`config.mk`:
```
export PLATFORM = sky130hd
export DESIGN_NAME = mt64_mul
export DESIGN_NICKNAME = d
export VERILOG_FILES = /design/src/hw/rtl/mt64_mul.sv
export SDC_FILE = /design/constraint.sdc
export NUM_CORES = 2
export LEC_CHECK = 0
export ABC_AREA = 1
export BUFFER_PORTS_ARGS = -buffer_cell sky130_fd_sc_hd__buf_2
export CORE_MARGIN = 2
export CORE_UTILIZATION = 40
export CTS_CLUSTER_SIZE = 10
export DETAILED_ROUTE_END_ITERATION = 8
export PLACE_DENSITY_LB_ADDON = 0.05
export REMOVE_ABC_BUFFERS = 1
export SLEW_MARGIN = 0
export SYNTH_ARGS = -nofsm -noshare
export SYNTH_HDL_FRONTEND = slang
export SYNTH_SLANG_ARGS = --single-unit
```
`constraint.sdc`:
```
create_clock -name clk -period 10.2 [get_ports clk]
set_input_delay 1.53 -clock clk [delete_from_list [all_inputs] [get_ports clk]]
set_output_delay 1.53 -clock clk [all_outputs]
set_load 0.05 [all_outputs]
```
`src/hw/rtl/mt64_mul.sv`:
```
module mt64_mul (
  input  logic        clk,
  input  logic        rst,
  input  logic        start,
  input  logic [63:0] a,
  input  logic [63:0] c,
  output logic        done,
  output logic [63:0] p
);
  // Low 64 bits of a*c from three 32x32 partial products, one per cycle.
  logic [1:0]  step;
  logic [63:0] a_q;
  logic [63:0] c_q;
  logic [31:0] ma;
  logic [31:0] mb;
  logic [63:0] m;

  always_comb begin
    ma = a_q[31:0];
    mb = c_q[31:0];
    if (step == 2'd2) begin
      mb = c_q[63:32];
    end else if (step == 2'd3) begin
      ma = a_q[63:32];
    end
    m = {32'd0, ma} * {32'd0, mb};
  end

  always_ff @(posedge clk) begin
    if (rst) begin
      step <= 2'd0;
      done <= 1'b0;
    end else begin
      done <= !start && (step == 2'd3);
      if (start) begin
        step <= 2'd1;
      end else if (step == 2'd3) begin
        step <= 2'd0;
      end else if (step != 2'd0) begin
        step <= step + 2'd1;
      end
    end
  end

  always_ff @(posedge clk) begin
    if (start) begin
      a_q <= a;
      c_q <= c;
    end
    if (step == 2'd1) begin
      p <= m;
    end else if (step != 2'd0) begin
      p <= p + {m[31:0], 32'd0};
    end
  end
endmodule

```
==> key figures <==
Global routing
  • All-Layer GR Usage: 28.8%
  • Initial antenna violation count: 5
  • First-pass GRT wire length: 226000 um
  • Pin count of the biggest net entering global routing: 76
  • GR Overflow Total: 0
  • Vias in the first global route: 34246

Clocking
  • Clock tree from TritonCTS: built
  • CTS HTree Levels: 4
  • Clock transition at path regs: 0.10 ns
  • Root Buffer: clkbuf_16
  • Clock buffer count from CTS: 17
  • Worst skew pair latency: 0.55 ns
  • Hold buffers post-CTS: 0
  • CTS Buffer Depth: 2
  • Num Clock Sinks: 195

Timing
  • Period utilization: 95.6%
  • FMAX: 0.103 GHz
  • Final setup violating endpoints: 0
  • Final Max Tran Viols: 0
  • Hold Vio Cnt, Final: 0
  • Slew margin rel.: 31.2%
  • RSZ-0062 raised after global routing: no
  • Period minus WS final: 9.75 ns
  • Worst slew pin tran: 1.02 ns
  • Clock skew: 0.0254 ns

Synth
  • Post-Synthesis Cells: 4967
  • Cell variety after synth: 43
  • Post-synth ARST share: 0%
  • Number of flops mapped to enable cells by yosys: 192
  • Post-synth top cells: 1133 x inv_1, 1070 x nand2_1, 897 x fa_1
  • Most frequent cell after synthesis: inv_1
  • Top cell type's share of synthesized area: 42.2%
  • Synth area leaders: fa_1 42%, edfxtp_1 14%, inv_1 10%
  • Seq/Total Area, Yosys: 13.7%
  • Synth warn: 0
  • Synth Register Bits: 195
  • Mapped cell area: 0.0425 mm2
  • Syn_area_per_cell: 8.56 um2
  • Most used DFF post-synth: edfxtp_1
  • Area leader, netlist: fa_1

Finish
  • Filler instances: 10795
  • Area Growth Syn to Fin: 9.32%
  • # nets final: 6502
  • Post-route insts no fill: 6581
  • Area occupied by multi-input gates: 0.0316 mm2
  • Layout cells sized above 1: 11.0%
  • Post-route design area: 0.0465 mm2
  • FF+latch area: 0.00583 mm2

Critical path
  • Data required, critical path: 10.51 ns
  • Max stage delay on crit path: 0.62 ns
  • Critical Path AT: 10.06 ns
  • Critical Path Sink Type: register
  • CP max stage cell: fa_1
  • Crit. Startpoint: step[0]$_SDFFE_PP0P_
  • R2R depth: 37
  • CP endpoint: p[61]$_DFFE_PP_
  • CP Launch Type: register
  • Kind of critical path: register to register
  • Reg2reg end: p[61]$_DFFE_PP_
  • Crit path max fanout: 32
  • R2R Path Start: step[0]$_SDFFE_PP0P_
  • Flop2flop setup slack: 0.45 ns

Placed design
  • RePlAce Congestion: 0.975
  • Buffers on Ports: 195
  • Placed Area: 0.0457 mm2
  • Dpl cells: 6545
  • Estimated wirelength of the detail-placed design: 130000 um

Run status
  • Outcome: finished with violations
  • Failing checks: design-rule violations

Route
  • Vias per cell: 5.01
  • Drt wl/cell: 23.1 um
  • Final ANT Viol Nets: 0
  • DR vias: 33001
  • Final wirelength: 152000 um
  • Initial drt markers: 2540
  • DRC errors left: 12
  • First drt pass iteration count: 8

Die
  • Area of the core: 0.105 mm2
  • I/O pin count: 196
  • Core Rows: 119
  • Die W: 330 um
  • Vert. Die Dim: 330 um
  • Die area: 0.109 mm2
  • Initial Util: 40.4%

Flow run
  • Max_cap viols: 0

Worst hold path
  • Worst hold path class: register to register
  • Hold wc startpoint: p[32]$_DFFE_PP_
metal layers:
metal  up-vias  global-route usage [%]  share of wire [%]
met5         -                       0                  0
met4         0                    7.71                2.7
met3       141                    6.55                8.3
met2      1141                    44.9                 45
met1     16683                    40.5                 44
li1      15036                       -                  -
how the worst min path moves through the flow:
stage	endpoint	slack [ns]	depth (start not counted)
2_1_floorplan	step[1]$_SDFFE_PP0P_	0.57	4
3_3_place_gp	p[32]$_DFFE_PP_	0.68	3
3_5_place_dp	p[32]$_DFFE_PP_	0.67	3
4_1_cts	p[32]$_DFFE_PP_	0.69	3
5_1_grt	p[32]$_DFFE_PP_	0.75	3
6_report	p[32]$_DFFE_PP_	0.69	3
worst max-delay path: cells and delay by family, from the launching register on:
family / cells / cell delay (ns)
flip-flops: 1 / 0.41
adder cells (fa/ha/maj): 11 / 5.00
XOR/XNOR: 1 / 0.29
buffers and inverters: 9 / 1.60
AO/OA/AOI/OAI: 4 / 0.55
AND/OR/NAND/NOR: 12 / 1.57
kinds of logic after synthesis:
family,after synthesis,synth area share [%]
buffers and inverters,1354,12.6
AND/OR/NAND/NOR,1837,17.2
AO/OA/AOI/OAI,349,4.81
adder cells (fa/ha/maj),1197,51.0
XOR/XNOR,35,0.721
flip-flops,195,13.7
through the flow:
step	hold WS, ns	worst slack, ns	setup TNS [ns]	util, %
2_1_floorplan	0.575	-0.227	-0.641	-
3_3_place_gp	0.675	0.112	0	43.4
3_5_place_dp	0.667	0.214	0	43.4
4_1_cts	0.693	0.133	0	44.0
5_1_grt	0.754	0.0629	0	44.1
6_report	0.693	0.446	0	44.1
registers in the layout, indices dropped and copies added, names as in the netlist:
name,flops
a_q,64
done,1
c_q,64
p,64
step,2
cell usage in the layout (no fill, tap or decap), types with 8 or more instances in the layout:
| cell type | count |
|---|---|
| nor2_1 | 570 |
| inv_2 | 36 |
| clkbuf_16 | 18 |
| nand2_2 | 10 |
| a21oi_1 | 147 |
| or2_2 | 33 |
| o21ai_4 | 14 |
| nand4_1 | 11 |
| nor3_1 | 18 |
| inv_1 | 1130 |
| o21ai_0 | 86 |
| o21ai_1 | 24 |
| ha_1 | 298 |
| buf_4 | 166 |
| xor2_1 | 23 |
| o21a_1 | 8 |
| nand3_1 | 94 |
| fa_1 | 897 |
| buf_2 | 194 |
| o21ai_2 | 39 |
| o21bai_1 | 8 |
| nor2_2 | 9 |
| edfxtp_1 | 192 |
| a21o_1 | 10 |
| nand2_1 | 1070 |
final cells by class:
| type | instances | area share, % |
|---|---|---|
| Clock buffer | 17 | 0.915 |
| Multi-Input combinational cell | 3418 | 67.9 |
| Antenna cell | 3 | 0.0161 |
| Inverter | 1176 | 9.53 |
| Tap cell | 1391 | 3.74 |
| Sequential cell | 195 | 12.5 |
| Timing Repair Buffer | 366 | 5.02 |
| Clock inverter | 15 | 0.377 |
what timing repair did:
item / in CTS / in global routing
gates resized for setup: 0 / 29
endpoints found under the setup margin: 0 / 10
buffers inserted: 0 / 0
Power is left out: the tool's default activity adds up to more than one toggle a clock period on the data nets, which glitch-free logic cannot reach.
