### config.mk
export PLATFORM = sky130hd
export DESIGN_NAME = mt64_cell
export DESIGN_NICKNAME = d
export VERILOG_FILES = /design/src/hw/rtl/mt64_cell.sv
export SDC_FILE = /design/constraint.sdc
export NUM_CORES = 1
export LEC_CHECK = 0
export ABC_AREA = 1
export BUFFER_PORTS_ARGS = -buffer_cell sky130_fd_sc_hd__buf_2
export CORE_ASPECT_RATIO = 0.9
export CORE_MARGIN = 4
export CORE_UTILIZATION = 46
export CTS_BUF_LIST = sky130_fd_sc_hd__clkbuf_2
export DETAILED_ROUTE_END_ITERATION = 8
export PLACE_DENSITY = 0.9
export SYNTH_ARGS = -nofsm -noshare
export SYNTH_HDL_FRONTEND = slang
export SYNTH_SLANG_ARGS = --single-unit
### constraint.sdc
create_clock -name clk -period 1.7 [get_ports clk]
set_clock_uncertainty 0.2 [all_clocks]
set_input_delay 0.255 -clock clk [delete_from_list [all_inputs] [get_ports clk]]
set_output_delay 0.255 -clock clk [all_outputs]
set_load 0.005 [all_outputs]
### src/hw/rtl/mt64_cell.sv
module mt64_cell (
  input  logic        clk,
  input  logic        shift,
  input  logic [63:0] d,
  output logic [63:0] q
);
  // One table word; moves one place toward the head on each shift.
  always_ff @(posedge clk) begin
    if (shift) begin
      q <= d;
    end
  end
endmodule

==> results.toml, run 1 <==
[cells_and_area]
fill_cells = 190
regMostFlops = "q"
reg_top3 = "q x64"
multi_input_area_sq_um = 0
nNetsFinal = 335
final_common_cell = "buf_2"
fin_area_sq_um = 3420
postLayoutCoreUtil_pct = 84.5
syn2layout_area_growth_pct = 77.9
largest_reg_flops = 64
multi_input_cells = 0
drive_above_1_share_pct = 53.1
seq_area_sq_um = 1920
final_cell_mix = "129 x buf_2, 64 x dlygate4sd3_1, 64 x edfxtp_1"
n_antenna_cell = 0

[power]
clkPwrFrac_pct = 30.7
vdd_ir_drop_max_mv = 0.761
pwr-share-seq_pct = 57.9
p_per_area_nw_per_um2 = 966
sw_frac_of_total_pct = 22.1
p_leak_nw = 1.48
p_comb_share_pct = 11.4
fin_total_pwr_mw = 3.30
p_sw_mw = 0.728
p_int_mw = 2.57

[floorplan]
io_pins = 130
die_area_sq_um = 5280
initial_utilization_pct = 47.5
die_y_um = 69.3
die_w_um = 76.1
rows = 22
core_area_sq_um = 4050

[critical_path]
cp-end-kind = "output pin"
critPathSlowestCell = "edfxtp_1"
worstPathArrival_ns = 1.13
crit_type = "reg -> out"
required_ns = 1.24
critPathBufInv = 1
setup.worst_path.start_class = "flop"
crit_family = "flip-flops"
cp.depth = 1
cpPeakStageDelay_ns = 0.47
path_max_fanout = 1
crit_chain = "buf_2"

[drt]
wire_per_inst_um = 19.2
drt_iter0_drc = 85
routed_via_density = 4.64
antenna_left = 0
vias = 1489
wirelength_um = 6160
drt_first_pass_iters = 4
drc = 0

[global_route]
grt_usage_pct = 24.4
grt_pass1_vias = 1707
grt_max_degree = 65
grt_pass1_wl_um = 9490
grt_overflow_total = 0
antenna_found_initial = 0

[hold_path]
hp-class = "in -> reg"
hold_depth = 2

[yosys]
ys_types = 1
avgSynthCellArea_sq_um = 30.0
syn_inst = 64
ys_seq_area_share_pct = 100
synthesis.nets = 130
syn_area_sq_um = 1920
ys_ff_latch = 64
yosysWarnings = 0

[placement]
portBuffers = 129
placed_cell_area_sq_um = 2650
place_congestion = 0.642
hpwlAfterDp_um = 3160

[timing]
slew_headroom_pct = 78.3
finalHoldViolCount = 0
clock.fmax_mhz = 632
layout_min_cycle_time_ns = 1.58
holdWs_ns = 0.0594
fin_tns_setup_ns = 0
slew_violations = 0
period_share_pct = 93.1
worst_slew_pin_slew_ns = 0.326
setup_violations = 0
grt_setup_unrepaired = "false"

[clock_tree]
post_cts_buffers = 0
cts_max_level = 3
path_clk_slew_ns = 0.21
hold_buffers = 64
cts-root-buf = "clkbuf_2"
numCtsBuffers = 9
clockBufferDepth = 2
cts_tree = "built"
cts_sinks = 64
cts_resized = 0

[run_status]
status = "finished, final reports clean"

[flow_run]
maxCapViolCount = 0
[stage by stage]
stage / std cells / setup slack [ns]
CTS: 321 / 0.128
detailed placement: 242 / 0.484
finish: 321 / 0.118
global placement: 242 / 0.502
global route: 321 / 0.0303
floorplan: 64 / 0.890
[cell type report]
class                 instances  share of cell area, %
clock buffer                  9                   1.32
clock inverter                6                   2.49
sequential                   64                   56.2
tap                          48                   1.76
timing repair buffer        194                   38.2
[final timing paths]
path | startpoint | endpoint
setup / recovery | q[31] | q[31]
hold / removal | shift | q[22]
[power by group through the flow]
stage               clock network (mW)  registers [mW]  logic (mW)
global route                      1.11            1.92       0.404
floorplan                            0            1.96           0
CTS                               1.02            1.91       0.363
global placement                     0            1.93       0.241
finish                            1.01            1.91       0.376
detailed placement                   0            1.94       0.250
[layer usage]
| layer | up-vias | track usage [%] | wire [um] |
|---|---|---|---|
| li1 | 669 | - | - |
| met1 | 698 | 25.4 | 2120 |
| met2 | 108 | 41.8 | 3260 |
| met3 | 14 | 10.9 | 663 |
| met4 | 0 | 11.3 | 116 |
| met5 | - | 0 | 0 |
[synthesized netlist by cell type]
library cell	instances	area, sq um
edfxtp_1	64	1920
[kinds of logic (layout without fill, tap and decap cells)]
logic type	Yosys count	count (layout)	synth area share, %
buffers and inverters	0	209	0
flip-flops	64	64	100
No activity file was read; power rests on OpenSTA's default activity.
==> run 2, diff against run 1 <==
--- a/config.mk
+++ b/config.mk
@@ -9,10 +9,10 @@
 export BUFFER_PORTS_ARGS = -buffer_cell sky130_fd_sc_hd__buf_2
 export CORE_ASPECT_RATIO = 0.9
 export CORE_MARGIN = 4
-export CORE_UTILIZATION = 46
-export CTS_BUF_LIST = sky130_fd_sc_hd__clkbuf_2
+export CORE_UTILIZATION = 43
 export DETAILED_ROUTE_END_ITERATION = 8
-export PLACE_DENSITY = 0.9
+export PLACE_DENSITY = 0.85
+export SLEW_MARGIN = 20
 export SYNTH_ARGS = -nofsm -noshare
 export SYNTH_HDL_FRONTEND = slang
 export SYNTH_SLANG_ARGS = --single-unit
==> run 2 against run 1 <==
  * Sequential cell count is the same
  * Sequential power about the same
  * Combinational power barely moved
  * Hold slack improved by 0.19 ns
  * Global-route usage fell by 2.4 points
  * Non-clock buffer count unchanged
  * Cell count is 4.0% higher
  * Via count shrank 2.4%
  * Final area rose by 2.6%
  * Core utilization fell by 0.69 points
  * Clock power is 33% higher
  * Sequential share of layout area decreased by 1.4 points
  * Highest routed layer unchanged
==> results.toml, run 2 (same netlist as run 1, synthesis figures left out) <==
[floorplan]
core_area_sq_um = 4180
die_y_um = 71.4
rows = 22
die_area_sq_um = 5600
die_w_um = 78.5
io_pins = 130
initial_utilization_pct = 45.9

[critical_path]
cpPeakStageDelay_ns = 0.42
critPathSlowestCell = "edfxtp_1"
worstPathArrival_ns = 0.91
path_max_fanout = 1
crit_family = "flip-flops"
critPathBufInv = 1
required_ns = 1.24
crit_chain = "buf_2"
setup.worst_path.start_class = "flop"
cp-end-kind = "output pin"
crit_type = "reg -> out"

[clock_tree]
path_clk_slew_ns = 0.07
cts_max_level = 3
cts-root-buf = "clkbuf_8"
numCtsBuffers = 9
clockBufferDepth = 2
cts_sinks = 64
cts_tree = "built"

[global_route]
grt_pass1_vias = 1648
grt_overflow_total = 0
antenna_found_initial = 0
grt_max_degree = 65
grt_usage_pct = 22.0
grt_pass1_wl_um = 8670

[drt]
routed_via_density = 4.35
drt_first_pass_iters = 4
wirelength_um = 5790
drt_iter0_drc = 77
antenna_left = 0
drc = 0
vias = 1453
wire_per_inst_um = 17.3

[cells_and_area]
multi_input_area_sq_um = 0
n_antenna_cell = 0
fill_cells = 215
reg_top3 = "q x64"
regMostFlops = "q"
syn2layout_area_growth_pct = 82.4
fin_area_sq_um = 3510
drive_above_1_share_pct = 51.5
final_cell_mix = "129 x buf_2, 64 x dlygate4sd3_1, 64 x edfxtp_1"
multi_input_cells = 0
largest_reg_flops = 64
final_common_cell = "buf_2"
nNetsFinal = 335

[timing]
fin_tns_setup_ns = 0
finalHoldViolCount = 0
slew_headroom_pct = 78.6
grt_setup_unrepaired = "false"
clock.fmax_mhz = 735
layout_min_cycle_time_ns = 1.36
period_share_pct = 80.0
setup_violations = 0
slew_violations = 0
holdWs_ns = 0.250
worst_slew_pin_slew_ns = 0.320

[power]
vdd_ir_drop_max_mv = 0.769
p_per_area_nw_per_um2 = 1040
p_leak_nw = 1.51

[placement]
place_congestion = 0.630
portBuffers = 129
placed_cell_area_sq_um = 2660

[run_status]
status = "finished, final reports clean"

[flow_run]
maxCapViolCount = 0

[hold_path]
hp-class = "in -> reg"
-- run 2: cell count changes in the layout (fill, tap and decap cells not counted), sizes merged --
cell / delta
clkinvlp: -2
clkbuf: +2
clkinv: +1
-- run 2: metrics by stage --
step | power [mW] | instances | utilization (%) | worst slack (ns)
after global placement | 2.17 | 254 | 63.6 | 0.502
after CTS | 3.61 | 334 | 83.8 | 0.347
after global routing | 3.77 | 334 | 83.8 | 0.302
after floorplan | 1.96 | 64 | - | 0.890
final | 3.63 | 334 | 83.8 | 0.339
after detailed placement | 2.18 | 254 | 63.6 | 0.493
-- run 2: final cells by class --
class | count | area [sq um] | area share (%)
flip-flops and latches | 64 | 1920 | 54.8
clock buffers | 11 | 131 | 3.75
clock inverters | 5 | 71.3 | 2.03
well taps | 60 | 75.1 | 2.14
repair buffers | 194 | 1310 | 37.3
-- run 2: worst paths after layout --
| kind | from | end | slack (ns) | depth (start not counted) |
|---|---|---|---|---|
| hold / removal | shift | q[29] | 0.25 | 2 |
| setup / recovery | q[63] | q[63] | 0.34 | 1 |
-- run 2: where the power goes --
group	total [mW]	leakage, nW	switching [mW]	internal (mW)
Sequential	1.91	0.626	0.0373	1.88
Clock	1.34	0.100	0.533	0.812
Combinational	0.374	0.784	0.146	0.228
-- run 2: layer usage --
layer	track usage [%]	share of wire, %	vias to the layer above
met5	0	0	-
met4	9.90	2.2	0
met3	11.6	11	14
met2	38.9	53	100
met1	21.3	34	669
li1	-	-	670
-- run 2: what timing repair did --
action,CTS,global route
buffers inserted,0,0
hold buffers,64,0
endpoints found under the hold margin,64,0
gates resized for setup,0,0
==> run 3, diff against run 2 <==
--- a/config.mk
+++ b/config.mk
@@ -5,13 +5,13 @@
 export SDC_FILE = /design/constraint.sdc
 export NUM_CORES = 1
 export LEC_CHECK = 0
-export ABC_AREA = 1
+export ABC_AREA = 0
 export BUFFER_PORTS_ARGS = -buffer_cell sky130_fd_sc_hd__buf_2
 export CORE_ASPECT_RATIO = 0.9
 export CORE_MARGIN = 4
-export CORE_UTILIZATION = 43
+export CORE_UTILIZATION = 40
 export DETAILED_ROUTE_END_ITERATION = 8
-export PLACE_DENSITY = 0.85
+export PLACE_DENSITY = 0.8
 export SLEW_MARGIN = 20
 export SYNTH_ARGS = -nofsm -noshare
 export SYNTH_HDL_FRONTEND = slang
==> constraint.sdc (replaced) <==
create_clock -name clk -period 1.4 [get_ports clk]
set_clock_uncertainty 0.2 [all_clocks]
set_input_delay 0.21 -clock clk [delete_from_list [all_inputs] [get_ports clk]]
set_output_delay 0.21 -clock clk [all_outputs]
set_load 0.005 [all_outputs]
==> run 3 against run 2 <==
  * Total power grew 17%
  * Via count shrank 0.14%
  * Critical path depth is the same
  * Cell count grew 0.60%
  * Critical path type unchanged
  * Largest power group unchanged
==> results.toml, run 3 (same netlist as run 1, synthesis figures left out) <==
[timing]
holdWs_ns = 0.208
fin_tns_setup_ns = 0
setup_ws_ns = 0.108
grt_setup_unrepaired = "false"
slew_violations = 0
setup_violations = 0
slew_headroom_pct = 78.6
worst_slew_pin_slew_ns = 0.321
period_share_pct = 92.3
layout_min_cycle_time_ns = 1.29
finalHoldViolCount = 0
clock.fmax_mhz = 774

[critical_path]
critPathBufInv = 1
cp-end-kind = "output pin"
setup.worst_path.start_class = "flop"
crit_chain = "buf_2"
worstPathArrival_ns = 0.88
crit_family = "flip-flops"
path_max_fanout = 1
required_ns = 0.99
cpPeakStageDelay_ns = 0.40
critPathSlowestCell = "edfxtp_1"
crit_type = "reg -> out"

[power]
p_per_area_nw_per_um2 = 1220
fin_total_pwr_mw = 4.24
p_leak_nw = 1.50
vdd_ir_drop_max_mv = 0.631

[global_route]
grt_usage_pct = 19.6
grt_pass1_wl_um = 7990
antenna_found_initial = 0
grt_pass1_vias = 1546
grt_max_degree = 65
grt_overflow_total = 0

[drt]
drt_first_pass_iters = 4
wire_per_inst_um = 17.2
antenna_left = 0
routed_via_density = 4.32
vias = 1451
wirelength_um = 5790
drc = 0
drt_iter0_drc = 92

[cells_and_area]
postLayoutCoreUtil_pct = 76.8
instances_no_fill = 336
final_cell_mix = "129 x buf_2, 64 x dlygate4sd3_1, 64 x edfxtp_1"
multi_input_area_sq_um = 0
multi_input_cells = 0
nNetsFinal = 335
fin_area_sq_um = 3490
syn2layout_area_growth_pct = 81.7
n_antenna_cell = 0
reg_top3 = "q x64"
largest_reg_flops = 64
regMostFlops = "q"
final_common_cell = "buf_2"
drive_above_1_share_pct = 52.6

[clock_tree]
clockBufferDepth = 2
numCtsBuffers = 9
cts-root-buf = "clkbuf_8"
cts_tree = "built"
cts_sinks = 64
path_clk_slew_ns = 0.07
cts_max_level = 3

[flow_run]
maxCapViolCount = 0

[placement]
pre_cts_slack_ns = 0.221
placed_cells = 256
placed_cell_area_sq_um = 2670
place_congestion = 0.675
portBuffers = 129

[floorplan]
die_y_um = 73.8
rows = 23
core_area_sq_um = 4550
die_area_sq_um = 5980
io_pins = 130
initial_utilization_pct = 42.3
die_w_um = 81.1

[run_status]
status = "finished, final reports clean"

[hold_path]
hp-class = "in -> reg"
[run 3: changes by cell type in the layout (fill, tap and decap cells not counted)]
cell,change
clkinv_2,+2
bufinv_16,-1
clkinvlp_4,+2
clkinv_1,-1
clkbuf_1,-2
[run 3: layout make-up]
cell class	count	area, sq um
clock inverters	7	62.6
repair buffers	194	1310
flip-flops and latches	64	1920
clock buffers	9	124
fillers	278	1050
well taps	62	77.6
[run 3: what timing repair did]
action | 4_1_cts | 5_1_grt
resized for setup | 0 | 0
buffers inserted | 0 | 0
hold endpoints to repair | 64 | 0
hold buffers | 64 | 0
[run 3: worst paths after layout]
| path | startpoint | end | cells past startpoint |
|---|---|---|---|
| setup / recovery | q[60] | q[60] | 1 |
| hold / removal | shift | q[46] | 2 |
[run 3: power by group]
part           leakage, nW  internal (mW)  switching [mW]
combinational        0.784          0.277           0.176
clock               0.0901          0.802           0.675
sequential           0.626           2.28          0.0382
[run 3: routing by layer]
layer  vias up  part of all wire (%)  track usage, %
met1       686                    33            17.9
li1        670                     -               -
met2        82                    55            36.8
met5         -                     0               0
met3        13                    11            8.09
met4         0                   2.1            9.38
